<file path="src/hdl/assert_macros.svh">
`ifndef ASSERT_MACROS_SVH
`define ASSERT_MACROS_SVH

// Checked on every clock edge outside reset.
`define CHK_ON_CLK(lbl, prop, msg) \
  lbl: assert property (@(posedge clk) disable iff (!rst_n) prop) else $error(msg);

// Checked on every clock edge, reset included.
`define CHK_ALWAYS(lbl, prop, msg) \
  lbl: assert property (@(posedge clk) prop) else $error(msg);

`endif

</file>
<file path="src/hdl/pea_pkg.sv">
package pea_pkg;

  localparam int MAX_SCREEN = 4096;
  localparam int LIM_W      = $clog2(MAX_SCREEN + 1);   // effective screen limit
  localparam int POS_W      = $clog2(MAX_SCREEN);       // pixel coordinate
  localparam int CFG_DIM_W  = 13;
  localparam int RAW_W      = 32;
  localparam int QUO_W      = POS_W;
  localparam int PROD_W     = RAW_W + POS_W;
  localparam int STEP_CNT_W = $clog2(QUO_W);
  localparam int WHEEL_W    = 6;
  localparam int WHEEL_LIM  = 20;

  localparam int TYPE_W     = 5;
  localparam int CODE_W     = 10;
  localparam int IN_DATA_W  = 48;
  localparam int OUT_DATA_W = 40;
  localparam int CFG_IDX_W  = 3;

  // event types
  localparam logic [TYPE_W-1:0] EV_SYN = 5'd0;
  localparam logic [TYPE_W-1:0] EV_KEY = 5'd1;
  localparam logic [TYPE_W-1:0] EV_REL = 5'd2;
  localparam logic [TYPE_W-1:0] EV_ABS = 5'd3;

  // event codes
  localparam logic [CODE_W-1:0] SYN_FRAME    = 10'h000;
  localparam logic [CODE_W-1:0] SYN_LOST     = 10'h003;
  localparam logic [CODE_W-1:0] ABS_X        = 10'h000;
  localparam logic [CODE_W-1:0] ABS_Y        = 10'h001;
  localparam logic [CODE_W-1:0] ABS_MT_X     = 10'h035;
  localparam logic [CODE_W-1:0] ABS_MT_Y     = 10'h036;
  localparam logic [CODE_W-1:0] ABS_MT_TRACK = 10'h039;
  localparam logic [CODE_W-1:0] REL_X        = 10'h000;
  localparam logic [CODE_W-1:0] REL_Y        = 10'h001;
  localparam logic [CODE_W-1:0] REL_SCROLL   = 10'h008;
  localparam logic [CODE_W-1:0] KEY_LEFT_BTN  = 10'h110;
  localparam logic [CODE_W-1:0] KEY_TOUCH_BTN = 10'h14a;

  typedef enum logic [CFG_IDX_W-1:0] {
    REG_SCREEN_W, REG_SCREEN_H, REG_ABS_MODE,
    REG_X_MIN, REG_X_MAX, REG_Y_MIN, REG_Y_MAX
  } cfg_reg_t;

  typedef enum logic [1:0] {
    BC_NONE     = 2'd0,
    BC_RELEASED = 2'd1,
    BC_PRESSED  = 2'd2
  } btn_change_t;

  typedef enum logic [1:0] {S_IDLE, S_EXEC, S_CHECK, S_WAIT} pea_state_t;

  typedef enum logic [1:0] {DV_IDLE, DV_MUL, DV_STEP} div_state_t;

  typedef struct packed {
    logic busy;
    logic done;
  } div_stat_t;

  // limit register saturated to MAX_SCREEN, zero taken as one
  function automatic logic [LIM_W-1:0] eff_limit(input logic [CFG_DIM_W-1:0] r);
    logic [LIM_W-1:0] l;
    if (r == '0)
      l = LIM_W'(1);
    else if (int'(r) > MAX_SCREEN)
      l = LIM_W'(MAX_SCREEN);
    else
      l = LIM_W'(r);
    return l;
  endfunction

endpackage

</file>
<file path="src/hdl/pea_div.sv">
module pea_div import pea_pkg::*; (
  input  logic                clk,
  input  logic                rst_n,
  input  logic                start,
  input  logic [RAW_W-1:0]    diff_i,     // numerator before scaling, < divisor_i
  input  logic [LIM_W-1:0]    scale_i,
  input  logic [RAW_W-1:0]    divisor_i,
  output logic [QUO_W-1:0]    quo_o,
  output div_stat_t           stat_o
);

  div_state_t              st_r, st_nxt;
  logic [RAW_W-1:0]        diff_r, diff_nxt;
  logic [LIM_W-1:0]        scale_r, scale_nxt;
  logic [RAW_W-1:0]        dvs_r, dvs_nxt;
  logic [RAW_W-1:0]        rem_r, rem_nxt;
  logic [QUO_W-1:0]        low_r, low_nxt;
  logic [QUO_W-1:0]        quo_r, quo_nxt;
  logic [STEP_CNT_W-1:0]   cnt_r, cnt_nxt;
  logic                    done_r, done_nxt;

  logic [PROD_W-1:0]       prod;
  logic [RAW_W:0]          rem_sh;
  logic                    ge;

  assign prod   = PROD_W'(diff_r) * PROD_W'(scale_r);
  assign rem_sh = {rem_r, low_r[QUO_W-1]};
  assign ge     = rem_sh >= {1'b0, dvs_r};

  always_ff @(posedge clk) begin
    if (!rst_n) begin
      st_r   <= DV_IDLE;
      done_r <= 1'b0;
    end else begin
      st_r   <= st_nxt;
      done_r <= done_nxt;
    end
    diff_r  <= diff_nxt;
    scale_r <= scale_nxt;
    dvs_r   <= dvs_nxt;
    rem_r   <= rem_nxt;
    low_r   <= low_nxt;
    quo_r   <= quo_nxt;
    cnt_r   <= cnt_nxt;
  end

  always_comb begin
    st_nxt    = st_r;
    done_nxt  = 1'b0;
    diff_nxt  = diff_r;
    scale_nxt = scale_r;
    dvs_nxt   = dvs_r;
    rem_nxt   = rem_r;
    low_nxt   = low_r;
    quo_nxt   = quo_r;
    cnt_nxt   = cnt_r;
    case (st_r)
      DV_IDLE: begin
        if (start) begin
          diff_nxt  = diff_i;
          scale_nxt = scale_i;
          dvs_nxt   = divisor_i;
          st_nxt    = DV_MUL;
        end
      end
      DV_MUL: begin
        // quotient fits QUO_W bits, so the top part is already below the divisor
        rem_nxt = prod[PROD_W-1:QUO_W];
        low_nxt = prod[QUO_W-1:0];
        quo_nxt = '0;
        cnt_nxt = '0;
        st_nxt  = DV_STEP;
      end
      DV_STEP: begin
        rem_nxt = ge ? RAW_W'(rem_sh - {1'b0, dvs_r}) : rem_sh[RAW_W-1:0];
        quo_nxt = {quo_r[QUO_W-2:0], ge};
        low_nxt = {low_r[QUO_W-2:0], 1'b0};
        cnt_nxt = cnt_r + 1'b1;
        if (cnt_r == STEP_CNT_W'(QUO_W - 1)) begin
          done_nxt = 1'b1;
          st_nxt   = DV_IDLE;
        end
      end
      default: st_nxt = DV_IDLE;
    endcase
  end

  assign quo_o       = quo_r;
  assign stat_o.busy = (st_r != DV_IDLE);
  assign stat_o.done = done_r;

endmodule

</file>
<file path="src/hdl/pointer_event_accumulator.sv">
// Sync, key, relative and ignored items pass through the execute state back to ready;
// a report's frame is registered onto out_*, and it waits while the output is full.
// Absolute x/y items in range go through one multiply plus a 12-step shared serial divider;
// absolute items below or above the range or on a degenerate range resolve in S_CHECK.
// Items are not overlapped: input ready stays low until the current item is finished.
// Reset: synchronous, active low; clears the control state, loads register defaults, no clear pass.
`include "assert_macros.svh"

module pointer_event_accumulator import pea_pkg::*; (
  input  logic                  clk,
  input  logic                  rst_n,
  // input items
  input  logic                  in_tvalid,
  output logic                  in_tready,
  input  logic [IN_DATA_W-1:0]  in_tdata,   // event_code[9:0], event_value[41:10], zero pad
  input  logic [TYPE_W-1:0]     in_tuser,   // event_type[4:0]
  // result items
  output logic                  out_tvalid,
  input  logic                  out_tready,
  output logic [OUT_DATA_W-1:0] out_tdata,  // pos_x[11:0], pos_y[23:12], button_change[25:24],
                                            // moved[26], wheel_sum[32:27],
                                            // frame_changed[33], zero pad
  // configuration
  input  logic                  cfg_we,
  input  logic [CFG_IDX_W-1:0]  cfg_index,
  input  logic [RAW_W-1:0]      cfg_wdata
);

  // configuration registers
  logic [CFG_DIM_W-1:0]    scr_w_r, scr_h_r;
  logic                    abs_mode_r;
  logic signed [RAW_W-1:0] x_min_r, x_max_r, y_min_r, y_max_r;

  pea_state_t              st_r, st_nxt;
  logic [TYPE_W-1:0]       type_r, type_nxt;
  logic [CODE_W-1:0]       code_r, code_nxt;
  logic signed [RAW_W-1:0] value_r, value_nxt;

  logic [POS_W-1:0]        cur_x_r, cur_x_nxt, cur_y_r, cur_y_nxt;
  logic                    started_r, started_nxt;
  logic                    motion_r, motion_nxt;
  logic signed [WHEEL_W-1:0] wheel_r, wheel_nxt;
  logic                    btn_now_r, btn_now_nxt;
  logic                    btn_pend_r, btn_pend_nxt;
  logic                    drop_r, drop_nxt;

  logic signed [RAW_W:0]   diff_r, diff_nxt, span_r, span_nxt;
  logic                    axis_y_r, axis_y_nxt;

  logic                    out_valid_r, out_valid_nxt;
  logic [POS_W-1:0]        o_x_r, o_x_nxt, o_y_r, o_y_nxt;
  btn_change_t             o_bc_r, o_bc_nxt;
  logic                    o_moved_r, o_moved_nxt;
  logic signed [WHEEL_W-1:0] o_wheel_r, o_wheel_nxt;
  logic                    o_chg_r, o_chg_nxt;

  // combinational helpers
  logic [LIM_W-1:0]        wl, hl, abs_lim, rel_lim;
  logic [POS_W-1:0]        rel_cur;
  logic signed [RAW_W+1:0] rel_sum;
  logic                    code_is_y;
  logic signed [RAW_W-1:0] abs_lo, abs_hi;
  logic signed [WHEEL_W-1:0] wstep;
  logic signed [WHEEL_W:0] wsum;
  logic                    out_free;
  logic                    bchg;

  logic                    div_start;
  logic [QUO_W-1:0]        div_quo;
  div_stat_t               div_st;

  assign wl        = eff_limit(scr_w_r);
  assign hl        = eff_limit(scr_h_r);
  assign abs_lim   = axis_y_r ? hl : wl;
  assign code_is_y = (code_r == ABS_Y) || (code_r == ABS_MT_Y);
  assign abs_lo    = code_is_y ? y_min_r : x_min_r;
  assign abs_hi    = code_is_y ? y_max_r : x_max_r;
  assign rel_cur   = (code_r == REL_X) ? cur_x_r : cur_y_r;
  assign rel_lim   = (code_r == REL_X) ? wl : hl;
  assign rel_sum   = $signed({{(RAW_W+2-POS_W){1'b0}}, rel_cur}) + (RAW_W+2)'(value_r);
  assign out_free  = !out_valid_r || out_tready;
  assign bchg      = btn_pend_r != btn_now_r;

  always_comb begin
    if (value_r > WHEEL_LIM)
      wstep = WHEEL_W'(WHEEL_LIM);
    else if (value_r < -WHEEL_LIM)
      wstep = WHEEL_W'(-WHEEL_LIM);
    else
      wstep = value_r[WHEEL_W-1:0];
  end

  assign wsum = (WHEEL_W+1)'(wstep) + (WHEEL_W+1)'(wheel_r);

  pea_div u_div (
    .clk       (clk),
    .rst_n     (rst_n),
    .start     (div_start),
    .diff_i    (diff_r[RAW_W-1:0]),
    .scale_i   (abs_lim),
    .divisor_i (span_r[RAW_W-1:0]),
    .quo_o     (div_quo),
    .stat_o    (div_st)
  );

  // configuration writes
  always_ff @(posedge clk) begin
    if (!rst_n) begin
      scr_w_r    <= CFG_DIM_W'(640);
      scr_h_r    <= CFG_DIM_W'(480);
      abs_mode_r <= 1'b0;
      x_min_r    <= '0;
      x_max_r    <= RAW_W'(4095);
      y_min_r    <= '0;
      y_max_r    <= RAW_W'(4095);
    end else if (cfg_we) begin
      case (cfg_index)
        REG_SCREEN_W: scr_w_r    <= cfg_wdata[CFG_DIM_W-1:0];
        REG_SCREEN_H: scr_h_r    <= cfg_wdata[CFG_DIM_W-1:0];
        REG_ABS_MODE: abs_mode_r <= cfg_wdata[0];
        REG_X_MIN:    x_min_r    <= cfg_wdata;
        REG_X_MAX:    x_max_r    <= cfg_wdata;
        REG_Y_MIN:    y_min_r    <= cfg_wdata;
        REG_Y_MAX:    y_max_r    <= cfg_wdata;
        default: ;
      endcase
    end
  end

  always_ff @(posedge clk) begin
    if (!rst_n) begin
      st_r        <= S_IDLE;
      cur_x_r     <= '0;
      cur_y_r     <= '0;
      started_r   <= 1'b0;
      motion_r    <= 1'b0;
      wheel_r     <= '0;
      btn_now_r   <= 1'b0;
      btn_pend_r  <= 1'b0;
      drop_r      <= 1'b0;
      out_valid_r <= 1'b0;
    end else begin
      st_r        <= st_nxt;
      cur_x_r     <= cur_x_nxt;
      cur_y_r     <= cur_y_nxt;
      started_r   <= started_nxt;
      motion_r    <= motion_nxt;
      wheel_r     <= wheel_nxt;
      btn_now_r   <= btn_now_nxt;
      btn_pend_r  <= btn_pend_nxt;
      drop_r      <= drop_nxt;
      out_valid_r <= out_valid_nxt;
    end
    type_r    <= type_nxt;
    code_r    <= code_nxt;
    value_r   <= value_nxt;
    diff_r    <= diff_nxt;
    span_r    <= span_nxt;
    axis_y_r  <= axis_y_nxt;
    o_x_r     <= o_x_nxt;
    o_y_r     <= o_y_nxt;
    o_bc_r    <= o_bc_nxt;
    o_moved_r <= o_moved_nxt;
    o_wheel_r <= o_wheel_nxt;
    o_chg_r   <= o_chg_nxt;
  end

  always_comb begin
    st_nxt        = st_r;
    type_nxt      = type_r;
    code_nxt      = code_r;
    value_nxt     = value_r;
    cur_x_nxt     = cur_x_r;
    cur_y_nxt     = cur_y_r;
    started_nxt   = started_r;
    motion_nxt    = motion_r;
    wheel_nxt     = wheel_r;
    btn_now_nxt   = btn_now_r;
    btn_pend_nxt  = btn_pend_r;
    drop_nxt      = drop_r;
    diff_nxt      = diff_r;
    span_nxt      = span_r;
    axis_y_nxt    = axis_y_r;
    out_valid_nxt = out_valid_r && !out_tready;
    o_x_nxt       = o_x_r;
    o_y_nxt       = o_y_r;
    o_bc_nxt      = o_bc_r;
    o_moved_nxt   = o_moved_r;
    o_wheel_nxt   = o_wheel_r;
    o_chg_nxt     = o_chg_r;
    div_start     = 1'b0;

    case (st_r)
      S_IDLE: begin
        if (in_tvalid) begin
          type_nxt  = in_tuser;
          code_nxt  = in_tdata[CODE_W-1:0];
          value_nxt = in_tdata[CODE_W+RAW_W-1:CODE_W];
          // first item ever centers the pointer
          if (!started_r) begin
            cur_x_nxt   = POS_W'(wl >> 1);
            cur_y_nxt   = POS_W'(hl >> 1);
            started_nxt = 1'b1;
          end
          st_nxt = S_EXEC;
        end
      end

      S_EXEC: begin
        st_nxt = S_IDLE;
        if (type_r == EV_SYN && code_r == SYN_LOST) begin
          drop_nxt     = 1'b1;
          motion_nxt   = 1'b0;
          wheel_nxt    = '0;
          btn_pend_nxt = 1'b0;
        end else if (type_r == EV_SYN && code_r == SYN_FRAME) begin
          if (out_free) begin
            out_valid_nxt = 1'b1;
            o_x_nxt       = cur_x_r;
            o_y_nxt       = cur_y_r;
            o_bc_nxt      = bchg ? (btn_pend_r ? BC_PRESSED : BC_RELEASED) : BC_NONE;
            o_moved_nxt   = motion_r;
            o_wheel_nxt   = wheel_r;
            o_chg_nxt     = motion_r || (wheel_r != '0) || bchg;
            btn_now_nxt   = btn_pend_r;
            motion_nxt    = 1'b0;
            wheel_nxt     = '0;
            drop_nxt      = 1'b0;
          end else begin
            st_nxt = S_EXEC;
          end
        end else if (drop_r) begin
          // everything but sync is discarded until the next report
        end else if (type_r == EV_ABS && abs_mode_r) begin
          if (code_r == ABS_X || code_r == ABS_MT_X || code_is_y) begin
            axis_y_nxt = code_is_y;
            diff_nxt   = (RAW_W+1)'(value_r) - (RAW_W+1)'(abs_lo);
            span_nxt   = (RAW_W+1)'(abs_hi) - (RAW_W+1)'(abs_lo);
            st_nxt     = S_CHECK;
          end else if (code_r == ABS_MT_TRACK) begin
            btn_pend_nxt = !value_r[RAW_W-1];
          end
        end else if (type_r == EV_REL) begin
          if (code_r == REL_X || code_r == REL_Y) begin
            if (rel_sum < 0)
              cur_x_nxt = '0;
            else if (rel_sum >= $signed({{(RAW_W+2-LIM_W){1'b0}}, rel_lim}))
              cur_x_nxt = POS_W'(rel_lim - 1'b1);
            else
              cur_x_nxt = rel_sum[POS_W-1:0];
            if (code_r == REL_Y) begin
              cur_y_nxt = cur_x_nxt;
              cur_x_nxt = cur_x_r;
            end
            motion_nxt = 1'b1;
          end else if (code_r == REL_SCROLL) begin
            if (wsum > WHEEL_LIM)
              wheel_nxt = WHEEL_W'(WHEEL_LIM);
            else if (wsum < -WHEEL_LIM)
              wheel_nxt = WHEEL_W'(-WHEEL_LIM);
            else
              wheel_nxt = wsum[WHEEL_W-1:0];
          end
        end else if (type_r == EV_KEY &&
                     (code_r == KEY_LEFT_BTN || code_r == KEY_TOUCH_BTN)) begin
          btn_pend_nxt = (value_r != '0);
        end
      end

      S_CHECK: begin
        // edge cases resolve here; only 0 <= diff < span goes to the divider
        st_nxt = S_IDLE;
        if (span_r <= 0 || diff_r < 0 || diff_r >= span_r) begin
          if (span_r <= 0)
            cur_x_nxt = POS_W'(abs_lim >> 1);
          else if (diff_r < 0)
            cur_x_nxt = '0;
          else
            cur_x_nxt = POS_W'(abs_lim - 1'b1);
          if (axis_y_r) begin
            cur_y_nxt = cur_x_nxt;
            cur_x_nxt = cur_x_r;
          end
          motion_nxt = 1'b1;
        end else begin
          div_start = 1'b1;
          st_nxt    = S_WAIT;
        end
      end

      S_WAIT: begin
        if (div_st.done) begin
          if (axis_y_r)
            cur_y_nxt = div_quo;
          else
            cur_x_nxt = div_quo;
          motion_nxt = 1'b1;
          st_nxt     = S_IDLE;
        end
      end

      default: st_nxt = S_IDLE;
    endcase
  end

  assign in_tready  = (st_r == S_IDLE);
  assign out_tvalid = out_valid_r;
  assign out_tdata  = {{(OUT_DATA_W-2*POS_W-4-WHEEL_W){1'b0}}, o_chg_r, o_wheel_r,
                       o_moved_r, o_bc_r, o_y_r, o_x_r};

  `CHK_ON_CLK(a_ready_div_idle, in_tready |-> !div_st.busy, "input ready while divider busy")
  `CHK_ON_CLK(a_div_done_wait, div_st.done |-> (st_r == S_WAIT), "divider done outside wait")
  `CHK_ON_CLK(a_wheel_range, (wheel_r <= 6'sd20) && (wheel_r >= -6'sd20), "wheel sum out of range")
  `CHK_ALWAYS(a_reset_idle, !rst_n |=> (st_r == S_IDLE) && !out_valid_r, "not idle after reset")

endmodule
</file>
<file path="config.mk">
export PLATFORM = sky130hd
export DESIGN_NAME = pointer_event_accumulator
export DESIGN_NICKNAME = d
export VERILOG_FILES = /design/src/hdl/pea_pkg.sv /design/src/hdl/pea_div.sv /design/src/hdl/pointer_event_accumulator.sv
export VERILOG_INCLUDE_DIRS = /design/src /design/src/hdl
export SDC_FILE = /design/constraint.sdc
export NUM_CORES = 2
export LEC_CHECK = 0
export BUFFER_PORTS_ARGS = -buffer_cell sky130_fd_sc_hd__buf_2
export CORE_ASPECT_RATIO = 1.5
export CORE_MARGIN = 1.5
export CORE_UTILIZATION = 64
export DETAILED_ROUTE_END_ITERATION = 7
export GPL_TIMING_DRIVEN = 1
export MAX_ROUTING_LAYER = met4
export PLACE_DENSITY = 0.87
export RECOVER_POWER = 50
export SLEW_MARGIN = 20
export SYNTH_ARGS = -nofsm -noshare
export SYNTH_HDL_FRONTEND = slang
export SYNTH_SLANG_ARGS = --single-unit
</file>
<file path="constraint.sdc">
create_clock -name clk -period 11 [get_ports clk]
set_clock_uncertainty 0.05 [all_clocks]
set_input_delay 1.1 -clock clk [delete_from_list [all_inputs] [get_ports clk]]
set_output_delay 1.1 -clock clk [all_outputs]
set_load 0.02 [all_outputs]
</file>
; ---- Word level (Yosys, flattened, before mapping)
; Cells that the tools add are included.
[classes]
n_addsub = 8
mul = 1
n_div = 0
magnitude_cmp = 12
eq_ne = 56
shifts = 0
muxes = 99
bitwise_logic = 3
reduce_logical = 54
[op_table]
columns = cell, n
row1 = $mux 12, 31
row2 = $mux 32, 3
row3 = $pmux 12 s4, 2
row4 = $mux 13, 6
row5 = $mux 6, 12
row6 = $lt 33x1->1 const B, 2
row7 = $sub 32x32->33, 2
row8 = $pmux 32 s2, 1
row9 = $pmux 12 s2, 2
row10 = $mul 32x13->44, 1
row11 = $ne 2x2->1 const B, 17
row12 = $add 13x32->33, 1
row13 = $ge 33x14->1, 1
row14 = $ge 33x32->1, 1
row15 = $ge 33x33->1, 1
row16 = $le 33x1->1 const B, 1
row17 = $gt 32x6->1 const B, 1
row18 = $lt 32x6->1 const B, 1
row19 = $reduce_bool 32->1, 1
row20 = $sub 32x32->32, 1
row21 = $eq 10x6->1 const B, 3
row22 = $mux 1, 27
row23 = $gt 13x13->1 const B, 2
row24 = $logic_not 13->1, 2
row25 = 46 further kinds, 111
[word_totals]
ff_bits = 481
latchBits = 0
ramBits = 0
romBits = 0
inputBits = 93
memories = 0

; ---- Longest topological paths before layout
[depth]
word_depth = 15
ltp_mapped = 29
depth_no_buf = 24

; ---- Modules after synthesis
; From an unflattened synthesis, not the netlist that was laid out.
[hier_totals]
cells_unflattened = 4370
hier_area_um2 = 39638.0
[by_module_without_submodules]
columns = module, instances, cells_per_inst, area_each_um2, seq_area_each_um2
row1 = pea_div, 1, 2141, 20007.9, 4174.0
row2 = pointer_event_accumulator, 1, 2229, 19630.1, 8308.0

; ---- Least setup slack after synthesis
; No wires, ideal clock.
[synth_timing]
path_type = register to register
start = reg code_r[1]
end = reg axis_y_r, enable pin
setup_ns = 0.660
arrival_ns = 7.894
slack_ns = 2.396
path_stages_with_launch = 8
period_less_slack_ns = 8.604
cell_sequence = edfxtp_1 -> clkbuf_1 -> nor4_1 -> nand3_1 -> buf_2 -> nor2_1 -> or2_2 -> nor4_1
[synth_via]
elab_chain_len = 4
word_cells_on_any_way = 13
classes_between = 4 x eq/ne / 2 x bitwise / 7 x reduce/logical
[synth_lines]
columns = element, line
row1 = start: declaration, pointer_event_accumulator.sv:36  ; logic [CODE_W-1:0] code_r, code_nxt;
row2 = start signal: assignment, pointer_event_accumulator.sv:155  ; code_r <= code_nxt;
row3 = $eq 10x6->1 (tied with other cells), pointer_event_accumulator.sv:235  ; if (code_r == ABS_X || code_r == ABS_MT_X || code_is_y) begin
row4 = $logic_or 1x1->1 (tied with other cells), pointer_event_accumulator.sv:235
row5 = $logic_or 1x1->1 / $not 1->1 (equally long branches), n/a
row6 = $reduce_and 6->1 (no source line) *, n/a
row7 = end signal: assignment, pointer_event_accumulator.sv:159  ; axis_y_r <= axis_y_nxt;
row8 = end: declaration, pointer_event_accumulator.sv:48  ; logic axis_y_r, axis_y_nxt;
; Mark *: on every way between the ends. The rest lies on a longest branch, timed or not.
; A chain may end at the register's enable or synchronous reset.

; ---- Worst setup path after layout
[layout_timing]
start = reg code_r[2]
end = reg cur_y_r[9]
[layout_via]
elab_chain_len = 14
word_cells_on_any_way = 27
classes_between = 2 x add/sub / 2 x order compare / 6 x eq/ne / 12 x mux / 5 x reduce/logical
[layout_lines]
columns = element, line
row1 = $logic_not 10->1, n/a
row2 = $mux 12, pointer_event_accumulator.sv:78  ; assign rel_cur = (code_r == REL_X) ? cur_x_r : cur_y_r;
row3 = $add 13x32->33, pointer_event_accumulator.sv:80  ; assign rel_sum = $signed({{(RAW_W+2-POS_W){1'b0}}, rel_cur}) + (RAW_W+2)'(value_r);
row4 = $ge 33x14->1, pointer_event_accumulator.sv:247  ; else if (rel_sum >= $signed({{(RAW_W+2-LIM_W){1'b0}}, rel_lim}))
row5 = $mux 12, pointer_event_accumulator.sv:247
row6 = $mux 12, pointer_event_accumulator.sv:245  ; if (rel_sum < 0)
row7 = $mux 12, pointer_event_accumulator.sv:251  ; if (code_r == REL_Y) begin
row8 = $mux 12, pointer_event_accumulator.sv:244  ; if (code_r == REL_X || code_r == REL_Y) begin
row9 = $mux 12, pointer_event_accumulator.sv:243  ; end else if (type_r == EV_REL) begin
row10 = $mux 12, pointer_event_accumulator.sv:234  ; end else if (type_r == EV_ABS && abs_mode_r) begin
row11 = $mux 12, pointer_event_accumulator.sv:232  ; end else if (drop_r) begin
row12 = $mux 12, pointer_event_accumulator.sv:216  ; end else if (type_r == EV_SYN && code_r == SYN_FRAME) begin
row13 = $mux 12, pointer_event_accumulator.sv:211  ; if (type_r == EV_SYN && code_r == SYN_LOST) begin
row14 = $pmux 12 s4, pointer_event_accumulator.sv:193  ; case (st_r)
row15 = end signal: assignment, pointer_event_accumulator.sv:145  ; cur_y_r <= cur_y_nxt;
row16 = end: declaration, pointer_event_accumulator.sv:39  ; logic [POS_W-1:0] cur_x_r, cur_x_nxt, cur_y_r, cur_y_nxt;
; Parallel ways exist; a longest one is shown, timed or not. The select of a mux whose other input is x is not followed.

==> impl_metrics.json <==
{
  "critPathLaunch": "code_r[2]",
  "slowest_stage": "a311oi_1",
  "holdWs_ns": 0.403,
  "nets": 4915,
  "crit_buf_inv": 1,
  "synth_seq_cells": 481,
  "fin_tns_setup_ns": 0,
  "p_int_w": 0.00290,
  "power_density_nw_per_um2": 93.4,
  "wirelength_um": 100000,
  "cpPeakStageDelay_ns": 0.73,
  "syn_to_final_growth_pct": 6.01,
  "synth_ff_type": "edfxtp_1",
  "io_pins": 135,
  "path_max_fanout": 39,
  "cts_tree": "built",
  "clkTransAtPathRegs_ns": 0.07,
  "p_comb_share_pct": 11.7,
  "critPathKind": "reg2reg",
  "worst_hold_path.endpoint": "x_max_r[17]",
  "nFillCells": 4598,
  "path_delay_family": "compound AO/OA/AOI/OAI gates",
  "grt_max_degree": 98,
  "pwr-share-clk_pct": 36.9,
  "p_switching_w": 0.000969,
  "async_reset_ff_share_pct": 0,
  "postCtsHoldBufs": 0,
  "row_count": 110,
  "drv_cap": 7,
  "cts_setup_buffers": 0,
  "fin_crit_sh_pct": 70.4,
  "synth_cell_types": 85,
  "switching_share_pct": 25.0,
  "die_h_um": 306,
  "routedWlPerCell_um": 19.9,
  "drtIter0Drc": 2216,
  "syn_inst": 4234,
  "seq_area_frac_synth_pct": 31.9,
  "critPathArrivalTime_ns": 8.07,
  "start_util_pct": 64.9,
  "cts_resized": 0,
  "grt.overflow.total": 0,
  "failed_checks": "max-capacitance violations, max-slew violations",
  "grt_pass1_wl_um": 161000,
  "worstHoldStart": "x_max_r[17]",
  "hold_path_depth": 2,
  "dp_hpwl_um": 76800,
  "required_ns": 11.32,
  "finalHoldViolCount": 0,
  "root_buffer": "clkbuf_16",
  "vias": 30832,
  "drc": 0,
  "grt_pass1_vias": 31536,
  "core_um2": 60300,
  "die_area_um2": 62700,
  "mostFrequentLayoutCells": "737 x nand2_1, 455 x inv_1, 334 x fa_1, 294 x a21oi_1, 285 x edfxtp_1",
  "synth_area_um2": 39100,
  "r2r_slack_ns": 3.25,
  "r2r-start": "code_r[2]",
  "ir_drop_uv": 165,
  "drtAntennaViolNets": 0,
  "rsz0062_at_grt": "false",
  "r2r-end": "cur_y_r[9]",
  "io_buffers": 122,
  "cp-end-kind": "flip-flop",
  "maxSlewViolCount": 385,
  "final-setup-viol-count": 0,
  "gp_congestion": 1.02,
  "synth_edf_count": 285,
  "clock_latency_ns": 0.57,
  "p_seq_share_pct": 51.4,
  "final_common_cell": "nand2_1",
  "clkSinkCount": 481,
  "dr.pass1.iters": 6,
  "grt_util_all_layers_pct": 33.5,
  "min-delay-path-class": "reg2reg",
  "antenna_found_initial": 2,
  "cts_made_buffers": 40,
  "tightest_slew_ns": 4.10,
  "p_leak_nw": 17.7,
  "h-tree-depth": 2,
  "synth_warnings": 0,
  "die_w_um": 205,
  "final_layout_size_suffix_gt1_share_pct": 5.89,
  "status": "complete, but fails checks",
  "period_needed_ns": 7.75,
  "worst-r2r-cell-count": 25,
  "avgSynthCellArea_um2": 9.24,
  "fmax_mhz": 129,
  "via_per_inst": 6.11,
  "clockBufferDepth": 3,
  "cp-start-kind": "flip-flop",
  "slew_headroom_pct": -174
}
[power groups by stage]
stage / registers, W / clock network, W / logic [W]
4_1_cts: 0.00199 / 0.00144 / 0.000444
3_5_place_dp: 0.00203 / 0 / 0.000441
6_report: 0.00199 / 0.00143 / 0.000454
5_1_grt: 0.00199 / 0.00150 / 0.000494
2_1_floorplan: 0.00201 / 0 / 0.000321
3_3_place_gp: 0.00202 / 0 / 0.000435
[area by class of cell]
class                      instances  area, µm²  area share [%]
clock inverter                    14        118           0.283
timing repair buffer             154        801            1.93
antenna                            2       5.00          0.0121
multi-input combinational       3098      24200            58.3
clock buffer                      54       1180            2.84
inverter                         458       1720            4.15
sequential                       481      12500            30.1
tap                              784        981            2.36
[routing by layer]
metal	wire, µm	up-vias	track usage, %	part of all wire (%)
li1	-	14260	-	-
met1	37000	14936	38.3	37
met2	51500	1312	58.3	51
met3	6120	324	3.09	6.1
met4	5610	0	17.2	5.6
met5	0	-	-	0
[cell usage after synthesis (60+ instances only)]
library cell / instances / area (µm²)
a21o_1: 92 / 691
a21oi_1: 294 / 1470
and2_1: 197 / 1230
clkbuf_1: 171 / 642
dfxtp_1: 196 / 3920
edfxtp_1: 285 / 8560
fa_1: 334 / 6690
ha_1: 255 / 3190
inv_1: 457 / 1720
mux2i_1: 60 / 601
nand2_1: 737 / 2770
nand3_1: 81 / 405
nor2_1: 155 / 582
nor3_1: 66 / 330
o21ai_0: 111 / 556
xnor2_1: 109 / 955
[state kept, by name, summed over array words and instances, names as in the netlist, 13 cells and up]
register / flops
x_min_r: 32
scr_h_r: 13
u_div.diff_r: 32
scr_w_r: 13
value_r: 32
x_max_r: 32
span_r: 33
diff_r: 33
y_max_r: 32
u_div.scale_r: 13
u_div.rem_r: 32
u_div.dvs_r: 32
y_min_r: 32
[worst register-to-register path, cell delays in order (launching register included)]
cell	delay, ns
edfxtp_1	0.44
nor4_1	0.61
nand3_1	0.17
buf_4	0.32
nand2_1	0.13
nand2_1	0.08
ha_1	0.23
fa_1	0.44
a21o_1	0.18
a21oi_1	0.38
o211ai_1	0.33
and3_1	0.31
o21ai_0	0.17
nor2b_1	0.23
xnor2_1	0.17
ha_1	0.28
a21oi_1	0.13
nor2b_1	0.05
o21ai_0	0.34
o2111ai_1	0.23
or4_4	0.47
nor4_4	0.29
o211a_1	0.47
nand2_4	0.15
a311oi_1	0.73
a311oi_1	0.19
[logic make-up after synthesis]
family                   count (synthesis)  synth area share [%]
AO/OA/AOI/OAI                          788                  12.9
XOR/XNOR                               144                  3.22
adder cells (fa/ha/maj)                590                  25.3
buffers and inverters                  660                  6.46
flip-flops                             481                  31.9
multiplexers                           103                  2.77
other                                    1               0.00958
AND/OR/NAND/NOR                       1467                  17.5
[worst max path at each step]
stage	endpoint	slack, ns	depth (start not counted)
2_1_floorplan	axis_y_r	2.40	7
3_3_place_gp	u_div.rem_r[31]	3.43	19
5_1_grt	cur_y_r[9]	3.07	25
4_1_cts	u_div.rem_r[31]	3.27	19
3_5_place_dp	u_div.rem_r[31]	3.32	19
6_report	cur_y_r[9]	3.25	25
[stage by stage]
step	util, %	cell area (µm²)	setup WS (ns)	power [W]	cells
5_1_grt	68.8	41500	3.07	0.00399	5045
6_report	68.8	41500	3.25	0.00387	5045
4_1_cts	68.9	41500	3.27	0.00387	5041
3_5_place_dp	66.7	40200	3.32	0.00247	4973
3_3_place_gp	66.7	40200	3.43	0.00246	4973
2_1_floorplan	-	39200	2.40	0.00233	4239
(Power assumes the default switching activity.)
